**config.mk**
```make
export PLATFORM = sky130hd
export DESIGN_NAME = ring_entry_store_offset_lookup
export DESIGN_NICKNAME = d
export VERILOG_FILES = /design/src/rtl/reso_pkg.sv /design/src/rtl/ring_entry_store_offset_lookup.sv /design/src/rtl/reso_ram.sv
export SDC_FILE = /design/constraint.sdc
export NUM_CORES = 1
export LEC_CHECK = 0
export BUFFER_PORTS_ARGS = -buffer_cell sky130_fd_sc_hd__buf_2
export CAP_MARGIN = 10
export CORE_MARGIN = 3
export CORE_UTILIZATION = 66
export CTS_BUF_LIST = sky130_fd_sc_hd__clkbuf_16
export DETAILED_ROUTE_END_ITERATION = 10
export HOLD_SLACK_MARGIN = 0.05
export PLACE_DENSITY = 0.84
export SLEW_MARGIN = 20
export SYNTH_ARGS = -nofsm -noshare
export SYNTH_HDL_FRONTEND = slang
export SYNTH_SLANG_ARGS = --single-unit
export TNS_END_PERCENT = 5
```
**constraint.sdc**
```tcl
create_clock -name i_clk -period 14.7 [get_ports i_clk]
set_input_delay 2.205 -clock i_clk [delete_from_list [all_inputs] [get_ports i_clk]]
set_output_delay 2.205 -clock i_clk [all_outputs]
set_load 0.1 [all_outputs]
```
**src/rtl/reso_pkg.sv**
```systemverilog
`default_nettype none

package reso_pkg;

    // Ring geometry
    localparam int RING_DEPTH = 16;
    localparam int SLOT_W     = $clog2(RING_DEPTH);
    localparam int CNT_W      = $clog2(RING_DEPTH + 1);

    // Field widths
    localparam int HANDLE_W   = 32;
    localparam int SIZE_W     = 16;
    localparam int POS_W      = 20;
    localparam int OFFSET_W   = 16;
    localparam int OSLOT_W    = 4;
    localparam int REC_W      = HANDLE_W + SIZE_W;

    // Running byte total: RING_DEPTH records of up to 2^16-1 bytes, and wide
    // enough to hold any byte position without loss.
    localparam int SUM_W      = POS_W + 1 + SLOT_W;

    // Stream data widths, padded to whole bytes
    localparam int IN_DATA_W  = 72;
    localparam int OUT_DATA_W = 72;

    // Request kinds (carried in tuser)
    localparam logic REQ_ADD  = 1'b0;
    localparam logic REQ_FIND = 1'b1;

    typedef logic [SLOT_W-1:0] t_slot;

    typedef enum logic [1:0] {
        ST_IDLE,
        ST_WALK,
        ST_RESULT
    } t_state;

    typedef struct packed {
        logic                found;
        logic [HANDLE_W-1:0] handle;
        logic [SIZE_W-1:0]   size;
        logic [OFFSET_W-1:0] offset;
        logic [OSLOT_W-1:0]  slot;
    } t_result;

    function automatic t_slot next_slot(input t_slot s);
        t_slot r;
        if (s == t_slot'(RING_DEPTH - 1)) begin
            r = '0;
        end else begin
            r = s + t_slot'(1);
        end
        return r;
    endfunction

endpackage

`default_nettype wire

```
**src/rtl/ring_entry_store_offset_lookup.sv**
```systemverilog
// Add request, or find on an empty ring: goes straight to the result state, which loads
// the output register and returns to idle for the next acceptance.
// Find request: walks the stored records oldest first, N of them (1 to RING_DEPTH), up to
// a hit, one record a cycle through the single record memory read port.
// A stalled result port holds one finished result in front of the output register.
// Synchronous active-low reset clears the slots, full flag and all valids.
`default_nettype none

module ring_entry_store_offset_lookup (
    input  wire logic                               i_clk,
    input  wire logic                               i_rst_n,
    // Request stream
    input  wire logic                               i_s_tvalid,
    output logic                                    o_s_tready,
    // [31:0] entry_handle, [47:32] entry_size, [67:48] byte_pos, [71:68] zero
    input  wire logic [reso_pkg::IN_DATA_W-1:0]     i_s_tdata,
    // [0] req_type
    input  wire logic                               i_s_tuser,
    // Result stream
    output logic                                    o_m_tvalid,
    input  wire logic                               i_m_tready,
    // [31:0] found_handle, [47:32] found_size, [63:48] offset_in_entry,
    // [67:64] found_slot, [71:68] zero
    output logic      [reso_pkg::OUT_DATA_W-1:0]    o_m_tdata,
    // [0] found
    output logic                                    o_m_tuser
);

    // ------------------------------------------------------------------
    // Request unpacking
    // ------------------------------------------------------------------
    logic                              w_in_acc;
    logic [reso_pkg::HANDLE_W-1:0]     w_in_handle;
    logic [reso_pkg::SIZE_W-1:0]       w_in_size;
    logic [reso_pkg::POS_W-1:0]        w_in_pos;

    assign w_in_acc    = i_s_tvalid && o_s_tready;
    assign w_in_handle = i_s_tdata[31:0];
    assign w_in_size   = i_s_tdata[47:32];
    assign w_in_pos    = i_s_tdata[67:48];

    // ------------------------------------------------------------------
    // State
    // ------------------------------------------------------------------
    reso_pkg::t_state                  r_state, n_state;
    reso_pkg::t_slot                   r_wr_slot, n_wr_slot;
    reso_pkg::t_slot                   r_rd_slot, n_rd_slot;
    logic                              r_full, n_full;

    // Walk: issue side runs one record ahead of the check side
    reso_pkg::t_slot                   r_iaddr, n_iaddr;
    logic [reso_pkg::CNT_W-1:0]        r_ileft, n_ileft;
    reso_pkg::t_slot                   r_caddr, n_caddr;
    logic [reso_pkg::CNT_W-1:0]        r_cleft, n_cleft;
    logic                              r_dvalid, n_dvalid;
    logic [reso_pkg::SUM_W-1:0]        r_run, n_run;
    logic [reso_pkg::POS_W-1:0]        r_pos, n_pos;

    reso_pkg::t_result                 r_res, n_res;
    reso_pkg::t_result                 r_out, n_out;
    logic                              r_out_valid, n_out_valid;

    // Record memory
    logic                              w_ram_wr_en;
    logic                              w_ram_rd_en;
    logic [reso_pkg::REC_W-1:0]        w_ram_rd_data;

    reso_ram #(
        .W     (reso_pkg::REC_W),
        .DEPTH (reso_pkg::RING_DEPTH)
    ) u_rec_ram (
        .i_clk     (i_clk),
        .i_wr_en   (w_ram_wr_en),
        .i_wr_addr (r_wr_slot),
        .i_wr_data ({w_in_handle, w_in_size}),
        .i_rd_en   (w_ram_rd_en),
        .i_rd_addr (r_iaddr),
        .o_rd_data (w_ram_rd_data)
    );

    // ------------------------------------------------------------------
    // Compare unit: one record checked per cycle
    // ------------------------------------------------------------------
    logic [reso_pkg::SIZE_W-1:0]       w_rec_size;
    logic [reso_pkg::HANDLE_W-1:0]     w_rec_handle;
    logic [reso_pkg::SUM_W-1:0]        w_run_end;
    logic [reso_pkg::SUM_W-1:0]        w_pos_ext;
    logic [reso_pkg::SUM_W-1:0]        w_offset_wide;
    logic                              w_hit;
    logic                              w_last_check;
    logic [reso_pkg::SLOT_W+3:0]       w_slot_ext;

    assign w_rec_size    = w_ram_rd_data[reso_pkg::SIZE_W-1:0];
    assign w_rec_handle  = w_ram_rd_data[reso_pkg::REC_W-1:reso_pkg::SIZE_W];
    assign w_pos_ext     = reso_pkg::SUM_W'(r_pos);
    assign w_run_end     = r_run + reso_pkg::SUM_W'(w_rec_size);
    assign w_hit         = r_dvalid && (w_pos_ext < w_run_end);
    assign w_offset_wide = w_pos_ext - r_run;
    assign w_last_check  = r_dvalid && (r_cleft == reso_pkg::CNT_W'(1));
    // found_slot keeps the low four bits of the slot index
    assign w_slot_ext    = {4'b0000, r_caddr};

    // Number of stored records, oldest first
    logic [reso_pkg::CNT_W-1:0]        w_count;
    always_comb begin
        if (r_full) begin
            w_count = reso_pkg::CNT_W'(reso_pkg::RING_DEPTH);
        end else if (r_wr_slot >= r_rd_slot) begin
            w_count = reso_pkg::CNT_W'(r_wr_slot) - reso_pkg::CNT_W'(r_rd_slot);
        end else begin
            // write slot has wrapped past the end of the ring
            w_count = reso_pkg::CNT_W'(r_wr_slot)
                    + reso_pkg::CNT_W'(reso_pkg::RING_DEPTH)
                    - reso_pkg::CNT_W'(r_rd_slot);
        end
    end

    logic w_out_free;
    assign w_out_free = !r_out_valid || i_m_tready;

    // ------------------------------------------------------------------
    // Sequencer: next state
    // ------------------------------------------------------------------
    always_comb begin
        n_state = r_state;
        unique case (r_state)
            reso_pkg::ST_IDLE: begin
                if (w_in_acc) begin
                    if (i_s_tuser == reso_pkg::REQ_FIND && w_count != '0) begin
                        n_state = reso_pkg::ST_WALK;
                    end else begin
                        n_state = reso_pkg::ST_RESULT;
                    end
                end
            end
            reso_pkg::ST_WALK: begin
                if (w_hit || w_last_check) begin
                    n_state = reso_pkg::ST_RESULT;
                end
            end
            reso_pkg::ST_RESULT: begin
                if (w_out_free) begin
                    n_state = reso_pkg::ST_IDLE;
                end
            end
            default: n_state = reso_pkg::ST_IDLE;
        endcase
    end

    // ------------------------------------------------------------------
    // Sequencer: outputs
    // ------------------------------------------------------------------
    always_comb begin
        o_s_tready  = 1'b0;
        w_ram_wr_en = 1'b0;
        w_ram_rd_en = 1'b0;
        unique case (r_state)
            reso_pkg::ST_IDLE: begin
                o_s_tready  = 1'b1;
                w_ram_wr_en = i_s_tvalid && (i_s_tuser == reso_pkg::REQ_ADD);
            end
            reso_pkg::ST_WALK: begin
                w_ram_rd_en = (r_ileft != '0);
            end
            reso_pkg::ST_RESULT: begin
            end
            default: begin
            end
        endcase
    end

    // ------------------------------------------------------------------
    // Datapath next values
    // ------------------------------------------------------------------
    always_comb begin
        n_wr_slot   = r_wr_slot;
        n_rd_slot   = r_rd_slot;
        n_full      = r_full;
        n_iaddr     = r_iaddr;
        n_ileft     = r_ileft;
        n_caddr     = r_caddr;
        n_cleft     = r_cleft;
        n_dvalid    = 1'b0;
        n_run       = r_run;
        n_pos       = r_pos;
        n_res       = r_res;
        n_out       = r_out;
        n_out_valid = r_out_valid;

        // drop the result once taken
        if (r_out_valid && i_m_tready) begin
            n_out_valid = 1'b0;
        end

        unique case (r_state)
            reso_pkg::ST_IDLE: begin
                if (w_in_acc) begin
                    n_res = '0;
                    if (i_s_tuser == reso_pkg::REQ_ADD) begin
                        // overwrite the oldest record when full
                        if (r_full) begin
                            n_rd_slot = reso_pkg::next_slot(r_rd_slot);
                        end
                        n_wr_slot = reso_pkg::next_slot(r_wr_slot);
                        n_full    = (n_wr_slot == n_rd_slot);
                    end else begin
                        n_pos   = w_in_pos;
                        n_run   = '0;
                        n_iaddr = r_rd_slot;
                        n_ileft = w_count;
                        n_cleft = w_count;
                    end
                end
            end
            reso_pkg::ST_WALK: begin
                // issue the next record read
                if (w_ram_rd_en) begin
                    n_iaddr  = reso_pkg::next_slot(r_iaddr);
                    n_ileft  = r_ileft - reso_pkg::CNT_W'(1);
                    n_caddr  = r_iaddr;
                    n_dvalid = 1'b1;
                end
                // check the record read last cycle
                if (w_hit) begin
                    n_res.found  = 1'b1;
                    n_res.handle = w_rec_handle;
                    n_res.size   = w_rec_size;
                    n_res.offset = w_offset_wide[reso_pkg::OFFSET_W-1:0];
                    n_res.slot   = w_slot_ext[reso_pkg::OSLOT_W-1:0];
                    n_ileft      = '0;
                    n_dvalid     = 1'b0;
                end else if (r_dvalid) begin
                    n_run   = w_run_end;
                    n_cleft = r_cleft - reso_pkg::CNT_W'(1);
                end
            end
            reso_pkg::ST_RESULT: begin
                if (w_out_free) begin
                    n_out       = r_res;
                    n_out_valid = 1'b1;
                end
            end
            default: begin
            end
        endcase
    end

    // ------------------------------------------------------------------
    // Registers
    // ------------------------------------------------------------------
    always_ff @(posedge i_clk) begin
        if (!i_rst_n) begin
            r_state     <= reso_pkg::ST_IDLE;
            r_wr_slot   <= '0;
            r_rd_slot   <= '0;
            r_full      <= 1'b0;
            r_ileft     <= '0;
            r_dvalid    <= 1'b0;
            r_out_valid <= 1'b0;
        end else begin
            r_state     <= n_state;
            r_wr_slot   <= n_wr_slot;
            r_rd_slot   <= n_rd_slot;
            r_full      <= n_full;
            r_ileft     <= n_ileft;
            r_dvalid    <= n_dvalid;
            r_out_valid <= n_out_valid;
        end
    end

    always_ff @(posedge i_clk) begin
        r_iaddr <= n_iaddr;
        r_caddr <= n_caddr;
        r_cleft <= n_cleft;
        r_run   <= n_run;
        r_pos   <= n_pos;
        r_res   <= n_res;
        r_out   <= n_out;
    end

    // ------------------------------------------------------------------
    // Result stream
    // ------------------------------------------------------------------
    assign o_m_tvalid = r_out_valid;
    assign o_m_tuser  = r_out.found;
    assign o_m_tdata  = {4'b0000, r_out.slot, r_out.offset, r_out.size, r_out.handle};

    // ------------------------------------------------------------------
    // Assertions
    // ------------------------------------------------------------------
    a_full_slots_meet: assert property (@(posedge i_clk) disable iff (!i_rst_n)
        r_full |-> (r_wr_slot == r_rd_slot))
        else $error("ring full while write and read slots differ");

    a_busy_after_accept: assert property (@(posedge i_clk) disable iff (!i_rst_n)
        w_in_acc |=> !o_s_tready)
        else $error("request taken while previous one still in work");

    a_issue_ahead: assert property (@(posedge i_clk) disable iff (!i_rst_n)
        (r_state == reso_pkg::ST_WALK) |-> (r_ileft <= r_cleft))
        else $error("walk issued more reads than records left to check");

    a_result_load: assert property (@(posedge i_clk) disable iff (!i_rst_n)
        ((r_state == reso_pkg::ST_RESULT) && w_out_free) |=> o_m_tvalid)
        else $error("result not presented after completion");

endmodule

`default_nettype wire

```
**src/rtl/reso_ram.sv**
```systemverilog
`default_nettype none

module reso_ram #(
    parameter int W     = 8,
    parameter int DEPTH = 16
) (
    input  wire logic                     i_clk,
    input  wire logic                     i_wr_en,
    input  wire logic [$clog2(DEPTH)-1:0] i_wr_addr,
    input  wire logic [W-1:0]             i_wr_data,
    input  wire logic                     i_rd_en,
    input  wire logic [$clog2(DEPTH)-1:0] i_rd_addr,
    output logic      [W-1:0]             o_rd_data
);

    logic [W-1:0] r_mem [DEPTH];

    always_ff @(posedge i_clk) begin
        if (i_wr_en) begin
            r_mem[i_wr_addr] <= i_wr_data;
        end
        if (i_rd_en) begin
            o_rd_data <= r_mem[i_rd_addr];
        end
    end

endmodule

`default_nettype wire
```
## Word-level counts from Yosys, hierarchy flattened

Memory sizes are Yosys's and may differ from the RTL's. A register that Yosys moved wholly into a read port is not among the register bits.
Index checks and enable logic that the tools add are counted.

- Output and inout bits: 75
- Input port bits: 77
- Logic and storage cells: 123
- Memories: 1
- RAM bits: 768
- Register bits after elaboration: 214

Memory list:

| name | depth | width | rd ports | clocked after Yosys merged registers in | wr ports | RTL line | text |
|---|---|---|---|---|---|---|---|
| u_rec_ram.r_mem | 16 | 48 | 1 | 1 | 1 | reso_ram.sv:16 | `logic [W-1:0] r_mem [DEPTH];` |

- Equality and inequality tests: 16
- Bitwise logic cells: 3
- Add/sub/neg operators: 10
- Muxes and demuxes: 46
- $lt $le $gt $ge: 2
- Reductions and logical operators: 23

Operator list:

| kind | number |
|---|---|
| 2-to-1 mux 69 bit | 2 |
| case mux 69 bit (2 select lines) | 1 |
| 2-to-1 mux 25 bit | 4 |
| 2-to-1 mux 4 bit | 13 |
| case mux 25 bit (2 select lines) | 1 |
| 2-to-1 mux 5 bit | 8 |
| adder 25 x 16 -> 25 bit | 1 |
| less-than comparator 20 x 25 -> 1 bit | 1 |
| case mux 5 bit (2 select lines) | 2 |
| subtractor 16 bit | 1 |
| != test 2 bit, second input constant | 7 |
| adder 4 x 1 -> 4 bit, second input constant | 3 |
| equality test 4 bit, second input constant | 3 |
| AND reduction 3 bit | 4 |
| nonzero test 5 bit | 2 |
| subtractor 5 x 1 -> 5 bit, second input constant | 2 |
| 2-to-1 mux 1 bit | 9 |
| 2-to-1 mux 2 bit | 4 |
| case mux 4 bit (2 select lines) | 1 |
| AND reduction 4 bit | 2 |
| logical AND 1 bit | 6 |
| case mux 2 bit (3 select lines) | 1 |
| adder 4 x 5 -> 5 bit, second input constant | 1 |
| equality test 5 x 1 -> 1 bit, second input constant | 1 |
| other kinds (16) | 20 |

## Logic depth before layout (Yosys ltp)

Gate-level depths: netlist of the first run.

- Depth in word-level cells: 9
- Depth in mapped cells: 20
- Gate-level depth less buffers: 20

## Hierarchy

Synthesis of the first run repeated with hierarchy kept, for this count alone.

- Cell total of the unflattened synthesis: 2,033
- Area total of the unflattened synthesis: 40,223.6 µm²

Modules (own cells, without submodules):

| module | area an instance (µm²) | cells each | instances |
|---|---|---|---|
| reso_ram | 30,171.4 | 1,242 | 1 |
| ring_entry_store_offset_lookup | 10,052.1 | 791 | 1 |

## Worst setup path before layout of the first run

OpenSTA, ideal clock, no wires.

- Path kind: register -> register
- From: register r_run[0] in the netlist's numbering
- To: register r_res[0] in the netlist's numbering, enable pin
- Path slack: 7.463 ns
- Period minus slack after synthesis: 7.237 ns
- Required time: 14.204 ns
- Data arrival time: 6.741 ns
- Cell stages (with the launch flop): 19
- Setup time: 0.496 ns
- Path through: edfxtp_1 > ha_1 > fa_1 > a21oi_1 > nor2b_1 > a311oi_2 > or2_2 > o21ai_0 > a211o_1 > nand3_1 > xor2_1 > ha_1 > a2111oi_0 > o211ai_1 > o22ai_1 > and3b_4 > a41oi_4 > mux2i_1 > nor2_1

- Word-level cells in the longest chain between the ends: 5

Ends and longest elaborated chain:

| element | RTL line | text |
|---|---|---|
| start, declared | ring_entry_store_offset_lookup.sv:56 | `logic [reso_pkg::SUM_W-1:0] r_run, n_run;` |
| start signal, assigned | ring_entry_store_offset_lookup.sv:275 | `r_run <= n_run;` |
| adder 25 x 16 -> 25 bit | ring_entry_store_offset_lookup.sv:96 | `assign w_run_end = r_run + reso_pkg::SUM_W'(w_rec_size);` |
| less-than comparator 20 x 25 -> 1 bit | ring_entry_store_offset_lookup.sv:97 | `assign w_hit = r_dvalid && (w_pos_ext < w_run_end);` |
| logical AND 1 bit | ring_entry_store_offset_lookup.sv:97 |  |
| != test 2 bit (no line) | n/a |  |
| AND reduction 3 bit (no line) | n/a |  |
| end signal, assigned | ring_entry_store_offset_lookup.sv:277 | `r_res <= n_res;` |
| end, declared | ring_entry_store_offset_lookup.sv:59 | `reso_pkg::t_result r_res, n_res;` |

No other way between the ends.
A chain may end at the register's enable or synchronous reset.

## Worst setup path in the final report of the first run

- From: register r_run[0] in the netlist's numbering
- To: register r_res[29] in the netlist's numbering, enable pin

The elaborated chain is that of the path after synthesis.

==> results of run 1 <==
==> cells in the mapped netlist (3+ instances only) <==
library cell / number / area share [%]
sky130_fd_sc_hd__clkbuf_1: 72 / 0.66
sky130_fd_sc_hd__mux2_2: 49 / 1.3
sky130_fd_sc_hd__mux2i_1: 147 / 3.6
sky130_fd_sc_hd__ha_1: 64 / 2.0
sky130_fd_sc_hd__mux4_2: 96 / 5.3
sky130_fd_sc_hd__inv_1: 41 / 0.38
sky130_fd_sc_hd__a221oi_1: 48 / 1.0
sky130_fd_sc_hd__o21ai_0: 126 / 1.5
sky130_fd_sc_hd__buf_1: 24 / 0.22
sky130_fd_sc_hd__nor4_1: 5 / 0.076
sky130_fd_sc_hd__nand2b_1: 10 / 0.15
sky130_fd_sc_hd__or3_1: 7 / 0.11
sky130_fd_sc_hd__a31oi_1: 5 / 0.076
sky130_fd_sc_hd__dfxtp_1: 18 / 0.88
sky130_fd_sc_hd__xor2_1: 21 / 0.45
sky130_fd_sc_hd__or2_2: 4 / 0.061
sky130_fd_sc_hd__a21boi_0: 4 / 0.073
sky130_fd_sc_hd__a211oi_1: 6 / 0.11
sky130_fd_sc_hd__a311oi_1: 10 / 0.21
sky130_fd_sc_hd__nor3_1: 21 / 0.26
sky130_fd_sc_hd__edfxtp_1: 1012 / 74
sky130_fd_sc_hd__o21a_1: 4 / 0.073
sky130_fd_sc_hd__fa_1: 3 / 0.15
sky130_fd_sc_hd__and3_1: 3 / 0.046
sky130_fd_sc_hd__nand4_1: 8 / 0.12
sky130_fd_sc_hd__nand3b_1: 4 / 0.073
sky130_fd_sc_hd__nand3_1: 12 / 0.15
sky130_fd_sc_hd__a21o_1: 15 / 0.27
sky130_fd_sc_hd__and2_1: 55 / 0.84
sky130_fd_sc_hd__nor2_1: 85 / 0.78
sky130_fd_sc_hd__buf_4: 12 / 0.22
sky130_fd_sc_hd__a21oi_1: 84 / 1.0
sky130_fd_sc_hd__xnor2_1: 25 / 0.53
sky130_fd_sc_hd__o31ai_1: 5 / 0.091
sky130_fd_sc_hd__nand2_1: 96 / 0.88
sky130_fd_sc_hd__o211ai_1: 4 / 0.073
sky130_fd_sc_hd__a22oi_1: 49 / 0.90
sky130_fd_sc_hd__nor2b_1: 9 / 0.14
==> cell families after synthesis <==
group / Yosys count / synth area share [%]
buf+inv: 153 / 1.52
fa+ha+maj: 67 / 2.10
mux: 292 / 10.2
xor+xnor: 46 / 0.982
other cells: 1 / 0.00914
compound gates: 387 / 6.15
simple gates: 336 / 4.10
flops: 1030 / 74.9
==> worst max path at each step <==
stage / start / to / slack, ns
5_1_grt: r_run[0] / r_res[29] / 7.70
3_5_place_dp: r_run[0] / r_res[33] / 8.12
3_3_place_gp: r_run[0] / r_res[32] / 8.33
6_report: r_run[0] / r_res[29] / 8.12
4_1_cts: r_run[0] / r_res[25] / 8.08
2_1_floorplan: r_run[0] / r_res[0] / 7.46
==> per-layer routing <==
metal,wire length [µm],part of all wire (%)
met1,34200,36
met2,48200,50
met3,9330,9.7
met4,4300,4.5
met5,49,0.051
==> metrics by stage <==
step           hold slack (ns)  utilization [%]  power, mW  instances
2_1_floorplan            0.400                -       4.92       2315
3_3_place_gp             0.400             70.2       5.25       3211
3_5_place_dp             0.405             70.2       5.31       3211
4_1_cts                  0.417             75.9       8.00       3395
5_1_grt                  0.420             76.0       8.23       3398
6_report                 0.415             76.0       7.99       3404
==> power groups by stage <==
| stage | Sequential, mW | Combinational [mW] | Clock (mW) |
|---|---|---|---|
| floorplan | 4.08 | 0.848 | 0 |
| global placement | 3.63 | 1.61 | 0 |
| detailed placement | 3.65 | 1.67 | 0 |
| CTS | 3.59 | 1.70 | 2.70 |
| global route | 3.61 | 1.82 | 2.81 |
| finish | 3.59 | 1.72 | 2.69 |
==> sequential cells by signal, summed over array words and instances (netlist names), 5 cells and up <==
register	flops
o_m_tdata	68
r_ileft	5
u_rec_ram.r_mem	768
r_pos	20
r_run	25
r_res	69
r_cleft	5
u_rec_ram.o_rd_data	48
==> area by class of cell <==
type                    instances  area [µm²]
fillers                      3069       14600
inverters                      42         158
multi-input cells            1132        9830
flip-flops and latches       1030       30700
well taps                     828        1040
repair buffers                181        1040
clock buffers                 100        2500
clock inverters                84         978
diodes                          7        17.5
==> layout by cell type, fill, tap and decap left out, types with 16 or more instances in the layout <==
cell and count:
sky130_fd_sc_hd__nor2_1 69, sky130_fd_sc_hd__nor3_1 16, sky130_fd_sc_hd__dfxtp_1 18, sky130_fd_sc_hd__inv_1 55
sky130_fd_sc_hd__mux2_2 49, sky130_fd_sc_hd__mux2i_1 147, sky130_fd_sc_hd__clkbuf_16 100, sky130_fd_sc_hd__mux4_2 96
sky130_fd_sc_hd__o21ai_0 126, sky130_fd_sc_hd__buf_2 143, sky130_fd_sc_hd__nand2_1 95, sky130_fd_sc_hd__edfxtp_1 1012
sky130_fd_sc_hd__buf_4 35, sky130_fd_sc_hd__bufinv_16 20, sky130_fd_sc_hd__and2_1 54, sky130_fd_sc_hd__a221oi_1 48
sky130_fd_sc_hd__clkinv_1 19, sky130_fd_sc_hd__clkinv_2 16, sky130_fd_sc_hd__xnor2_1 25, sky130_fd_sc_hd__xor2_1 21
sky130_fd_sc_hd__ha_1 64, sky130_fd_sc_hd__a22oi_1 49, sky130_fd_sc_hd__a21oi_1 84
==> worst register-to-register path, delay by kind of cell, from the launching register on <==
kind,cells,cell delay [ns]
buffers and inverters,1,0.74
adders and majority gates,3,0.94
muxes,1,0.20
AOI/OAI and AO/OA,8,2.19
DFF,1,0.40
xor gates and xnor gates,1,0.19
and+or+nand+nor,5,1.51
==> run summary, run 1 <==
=================================================================================
Main flop type after synthesis ..................................... sky130_fd_sc_hd__edfxtp_1
Reg2Reg Setup Slack ................................................      8.12 ns
Power Internal .....................................................      5.58 mW
Area after DPL .....................................................    42800 µm²
Number of buffer and inverter stages on the critical path ..........            1
Switching power ....................................................      2.41 mW
Worst reg2reg path startpoint ......................................     r_run[0]
Async set-or-reset flop fraction in the synthesized netlist ........           0%
Clock root buffer .................................................. sky130_fd_sc_hd__clkbuf_16
Total grt overflow .................................................            0
Highest attainable clock frequency .................................    0.152 GHz
CTS buffer count ...................................................           99
# IOs ..............................................................          152
Die Outline Area ...................................................    65200 µm²
Post-cts sizing count ..............................................            0
Failing checks .....................................................          DRC
RSZ-0062 raised after global routing ...............................           no
Via count ..........................................................        22900
Critical Path Max Stage Delay ......................................      0.81 ns
Register bit count reported by yosys ...............................         1030
Hold Path Depth ....................................................            0
Power per Cell Area ................................................   173 nW/µm²
Drt initial violations .............................................         2760
Post-route cell area ...............................................    46300 µm²
Drt drc ............................................................            2
Clk buf depth ......................................................            3
HP Class ...........................................................   reg -> reg
Synth-to-layout area growth ........................................        12.9%
Largest net degree at the start of global routing ..................          104
Final Hold Violating Endpoints .....................................            0
Count of pins over their slew limit ................................            0
Syn Std Cell Area ..................................................    41000 µm²
Yosys Warn Count ...................................................            0
Number of instances in the synthesized netlist .....................         2312
Wire length per cell ...............................................      28.2 µm
Measured slew at the worst slew-check pin ..........................      1.14 ns
Result of the run .................................................. finished with violations
Overall routing resource usage .....................................        29.5%
Global routing met2 resource utilization ...........................        48.6%
Critical-path maximum fanout .......................................           43
Logic pwr share ....................................................        21.5%
Minimum setup slack after placement ................................      8.12 ns
Peak supply drop ...................................................       190 µV
Final worst path period share ......................................        44.8%
Post-route setup TNS ...............................................         0 ns
First-pass GRT wire length .........................................       144 mm
Rows ...............................................................           90
Placeable core region ..............................................    60900 µm²
Sequential share of power ..........................................        44.9%
Crit path top cell by count ........................................ sky130_fd_sc_hd__ha_1
Total length of routed wires .......................................      96.1 mm
Static leakage .....................................................      15.8 nW
Hold Buf Count CTS .................................................            0
Max-cap violations .................................................            0
Antenna-violating nets left ........................................            0
Detailed-router iteration count before antenna repair ..............            9
Portion of the post-synthesis area used by sequential elements .....        74.9%
Number of cells on the critical path ...............................           19
Layout cell share with drive strength beyond 1 .....................        20.6%
Reg2reg end ........................................................    r_res[29]
Setup Crit Path Kind ...............................................   reg -> reg
Post-Syn Area per Cell .............................................     17.7 µm²
Port Buffers .......................................................          143
Endpoints failing setup ............................................            0
Worst endpoint required time .......................................     14.97 ns
Switching share of power ...........................................        30.2%
Clock slew seen by the registers of the worst setup and hold paths .      0.06 ns
Antenna violations before repair ...................................           13
Via count of the first global-routing pass .........................        23700
Initial standard-cell utilization of the core ......................        67.4%
Final net count ....................................................         2630
Post-synth cell types ..............................................           77
Kind of cell adding the most delay to the critical path ............ compound AO/OA/AOI/OAI gates
Detailed-route vias per instance ...................................         6.74
Nature of the critical path startpoint .............................     register
HPWL after detailed placement ......................................      47.5 mm
Met3 capacity usage during global routing ..........................        6.13%
Hold Crit Start ....................................................    r_res[42]
Headroom to the max-slew limit .....................................        24.0%
Min cycle time layout ..............................................      6.58 ns
Worst Reg-to-Reg Cells .............................................           19
Number of levels the H-tree was split into .........................            3
Met1 layer usage reported by global route ..........................        38.0%
Worst Hold Path EP ................................................. o_m_tdata[6]
Total clock sinks ..................................................         1030
Routability cong. ..................................................        0.877
Most used routing layer in global routing ..........................         met2
Clock group share of total power ...................................        33.6%
Fin worst setup slack ..............................................      8.12 ns
Endpoint class of the critical path ................................     register
Number of flops mapped to enable cells by yosys ....................         1012
Cell-by-cell listing of the critical path .......................... ha_1 > fa_1 > a21oi_1 > nor2b_1 > a311oi_2 > or2_2 > o21ai_0 > a211o_1 > nand3_1 > xor2_1 > ha_1 > a2111oi_0 > o211ai_1 > o22ai_1 > and3b_4 > a41oi_4 > mux2i_1 > nor2_4 > buf_4
Clock latency reported for the late side of the worst-skew pair ....      0.66 ns
Die W ..............................................................       255 µm
Number of buffers inserted to repair setup after CTS ...............            0
Slowest-stage cell, CP ............................................. sky130_fd_sc_hd__nor2_4
CTS tree ...........................................................        built
Fin Clk Skew .......................................................    0.0343 ns
Vert. Die Dim ......................................................       255 µm
Worst path arrival time ............................................      6.85 ns
=================================================================================
Power figures use the tool's default switching activity.
==> run 2: changes to the inputs <==
--- a/config.mk
+++ b/config.mk
@@ -5,14 +5,15 @@
 export SDC_FILE = /design/constraint.sdc
 export NUM_CORES = 1
 export LEC_CHECK = 0
+export ABC_AREA = 1
 export BUFFER_PORTS_ARGS = -buffer_cell sky130_fd_sc_hd__buf_2
 export CAP_MARGIN = 10
 export CORE_MARGIN = 3
-export CORE_UTILIZATION = 66
+export CORE_UTILIZATION = 62
 export CTS_BUF_LIST = sky130_fd_sc_hd__clkbuf_16
 export DETAILED_ROUTE_END_ITERATION = 10
 export HOLD_SLACK_MARGIN = 0.05
-export PLACE_DENSITY = 0.84
+export PLACE_DENSITY = 0.8
 export SLEW_MARGIN = 20
 export SYNTH_ARGS = -nofsm -noshare
 export SYNTH_HDL_FRONTEND = slang
==> constraint.sdc (replaced) <==
create_clock -name i_clk -period 6.52 [get_ports i_clk]
set_input_delay 0.978 -clock i_clk [delete_from_list [all_inputs] [get_ports i_clk]]
set_output_delay 0.978 -clock i_clk [all_outputs]
set_load 0.1 [all_outputs]
==> run 2 against run 1 <==
  * The flow now finishes without violations
  * Core utilization decreased by 4.7 points
  * Final cell count increased by 24%
  * Design area increased by 0.15%
  * Worst hold slack got worse by 0.0031 ns
  * Clock power increased by 110%
  * Routed wire length increased by 1.8%
  * Register-to-register slack got worse by 5.9 ns
  * Flip-flop and latch count unchanged
  * Global-route usage decreased by 1.8 points
  * First-iteration DRC count increased by 16%
  * Area after synthesis increased by 0.30%
  * Critical path type unchanged
==> run summary, run 2 <==
=================================================================================
Via count ..........................................................        26400
Rows ...............................................................           93
Worst path arrival time ............................................      4.61 ns
Initial standard-cell utilization of the core ......................        63.3%
Post-synth top area share ..........................................        73.8%
Hold Buf Count CTS .................................................            0
Static leakage .....................................................      16.6 nW
Total length of routed wires .......................................      97.9 mm
Critical-path maximum fanout .......................................           56
Final hold slack ...................................................     0.411 ns
Headroom to the max-slew limit .....................................        25.7%
Result of the run .................................................. finished clean
Number of instances in the placed design ...........................         4040
Port Buffers .......................................................          143
Number of instances in the synthesized netlist .....................         3149
Placeable core region ..............................................    65000 µm²
Clk buf depth ......................................................            3
Clock slew seen by the registers of the worst setup and hold paths .      0.06 ns
Clock latency reported for the late side of the worst-skew pair ....      0.67 ns
Final worst path period share ......................................        66.1%
First-pass GRT wire length .........................................       148 mm
Total grt overflow .................................................            0
Portion of the post-synthesis area used by sequential elements .....        74.7%
Async set-or-reset flop fraction in the synthesized netlist ........           0%
Wire length per cell ...............................................      23.1 µm
Slowest-stage cell, CP ............................................. sky130_fd_sc_hd__fa_1
Main flop type after synthesis ..................................... sky130_fd_sc_hd__edfxtp_1
Detailed-route vias per instance ...................................         6.25
Number of levels the H-tree was split into .........................            3
Die W ..............................................................       264 µm
Synth-to-layout area growth ........................................        12.7%
Highest attainable clock frequency .................................    0.232 GHz
Clock root buffer .................................................. sky130_fd_sc_hd__clkbuf_16
Max-cap violations .................................................            0
Crit path top cell by count ........................................ sky130_fd_sc_hd__nand2_1
Top cell types by occurrence after synthesis ....................... 1012 x sky130_fd_sc_hd__edfxtp_1, 501 x sky130_fd_sc_hd__nand2_1, 344 x sky130_fd_sc_hd__nor2_1
Count of pins over their slew limit ................................            0
Power per Cell Area ................................................   465 nW/µm²
# IOs ..............................................................          152
Number of buffers inserted to repair setup after CTS ...............            0
Measured slew at the worst slew-check pin ..........................      1.11 ns
CTS buffer count ...................................................           99
Final Hold Violating Endpoints .....................................            0
Drt drc ............................................................            0
Total clock sinks ..................................................         1030
Min cycle time layout ..............................................      4.31 ns
Post-Syn Area per Cell .............................................     13.1 µm²
HPWL after detailed placement ......................................      53.0 mm
Final std cells w/o fill ...........................................         4232
Cell-by-cell listing of the critical path .......................... ha_1 > fa_1 > nand3_1 > nand2_2 > nand3_1 > nand2_1 > a31oi_1 > xor2_1 > ha_1 > a21oi_1 > o21ai_0 > a21oi_1 > nand2_1 > nand2_1 > nand2_1 > nand2_1 > nand2_1 > nand3_2 > nand2_4 > a211oi_4 > buf_12
Cell accounting for the most synthesized area ...................... sky130_fd_sc_hd__edfxtp_1
Post-cts sizing count ..............................................            0
Most frequent cell after synthesis ................................. sky130_fd_sc_hd__edfxtp_1
Endpoints failing setup ............................................            0
Yosys Warn Count ...................................................            0
Number of flops mapped to enable cells by yosys ....................         1012
Post-route setup TNS ...............................................         0 ns
Final net count ....................................................         3432
Routability cong. ..................................................        0.866
Post-synth cell types ..............................................           47
Antenna-violating nets left ........................................            0
Die Outline Area ...................................................    69500 µm²
Syn Std Cell Area ..................................................    41200 µm²
Detailed-router iteration count before antenna repair ..............            6
Area after DPL .....................................................    43000 µm²
CTS tree ...........................................................        built
Via count of the first global-routing pass .........................        26600
Layout cell share with drive strength beyond 1 .....................        11.9%
HP Class ...........................................................   reg -> reg
Vert. Die Dim ......................................................       264 µm
RSZ-0062 raised after global routing ...............................           no
Worst endpoint required time .......................................      6.82 ns
Top reg by flops ................................................... u_rec_ram.r_mem
Overall routing resource usage .....................................        27.6%
Register bit count reported by yosys ...............................         1030
Fin Clk Skew .......................................................    0.0318 ns
Critical Path Max Stage Delay ......................................      0.42 ns
Peak supply drop ...................................................       369 µV
Largest net degree at the start of global routing ..................          224
Setup Crit Path Kind ...............................................   reg -> reg
Endpoint class of the critical path ................................     register
Post-route cell area ...............................................    46400 µm²
Reg2Reg Setup Slack ................................................      2.21 ns
Highest-count cells in the layout ignoring fill and taps ........... 1012 x sky130_fd_sc_hd__edfxtp_1, 500 x sky130_fd_sc_hd__nand2_1, 328 x sky130_fd_sc_hd__nor2_1
Antenna violations before repair ...................................            9
Nature of the critical path startpoint .............................     register
Number of flip-flops under the largest register name ...............          768
Number of buffer and inverter stages on the critical path ..........            1
Kind of cell adding the most delay to the critical path ............  adder cells
Drt initial violations .............................................         3205
Commonest non-fill, non-tap cell in the layout ..................... sky130_fd_sc_hd__edfxtp_1
Biggest area contributors in the synthesized netlist ............... sky130_fd_sc_hd__edfxtp_1 74%, sky130_fd_sc_hd__nand2_1 4.6%, sky130_fd_sc_hd__o21ai_0 3.5%
=================================================================================
-- run 2: cell type report --
cell class,count,area (µm²)
Timing Repair Buffer,200,1310
Antenna cell,8,20.0
Inverter,178,682
Clock inverter,82,786
Fill cell,3941,18700
Tap cell,855,1070
Sequential cell,1030,30700
Clock buffer,100,2500
Multi-Input combinational cell,1779,9260
-- run 2: through the flow --
| step | setup slack (ns) | utilization [%] | power [mW] |
|---|---|---|---|
| 3_3_place_gp | 2.19 | 66.0 | 15.5 |
| 2_1_floorplan | 0.144 | - | 13.8 |
| 3_5_place_dp | 2.07 | 66.1 | 15.8 |
| 4_1_cts | 2.26 | 71.2 | 21.5 |
| 5_1_grt | 1.89 | 71.3 | 22.5 |
| 6_report | 2.21 | 71.3 | 21.6 |
-- run 2: power by group --
part           internal, mW  switching [mW]
registers              8.33           0.261
clock network          3.31            2.42
logic                  1.72            5.52
-- run 2: routing by layer --
metal / part of all wire [%] / GRT usage (%) / up-vias
li1: - / - / 11700
met1: 36 / 35.5 / 12800
met2: 50 / 46.5 / 1578
met3: 9.5 / 5.00 / 312
met4: 4.3 / 12.3 / 6
met5: 0.038 / 0 / -
-- run 2: cell families (layout without fill, tap and decap cells) --
| group | count (synthesis) | in the layout | share of synthesized area [%] |
|---|---|---|---|
| other cells | 1 | 12 | 0.00911 |
| flops | 1030 | 1030 | 74.7 |
| fa+ha+maj | 67 | 67 | 2.09 |
| xor+xnor | 30 | 30 | 0.638 |
| buf+inv | 343 | 560 | 3.19 |
| simple gates | 1031 | 1031 | 10.3 |
| compound gates | 647 | 647 | 9.07 |
-- run 2: path summary, 6_finish.rpt --
check	start	endpoint	depth (start not counted)
worst max-delay path	r_run[0]	r_res[42]	21
worst min-delay path	r_res[13]	o_m_tdata[57]	0
worst min register to register	r_res[13]	o_m_tdata[57]	0
worst max register to register	r_run[0]	r_res[42]	21
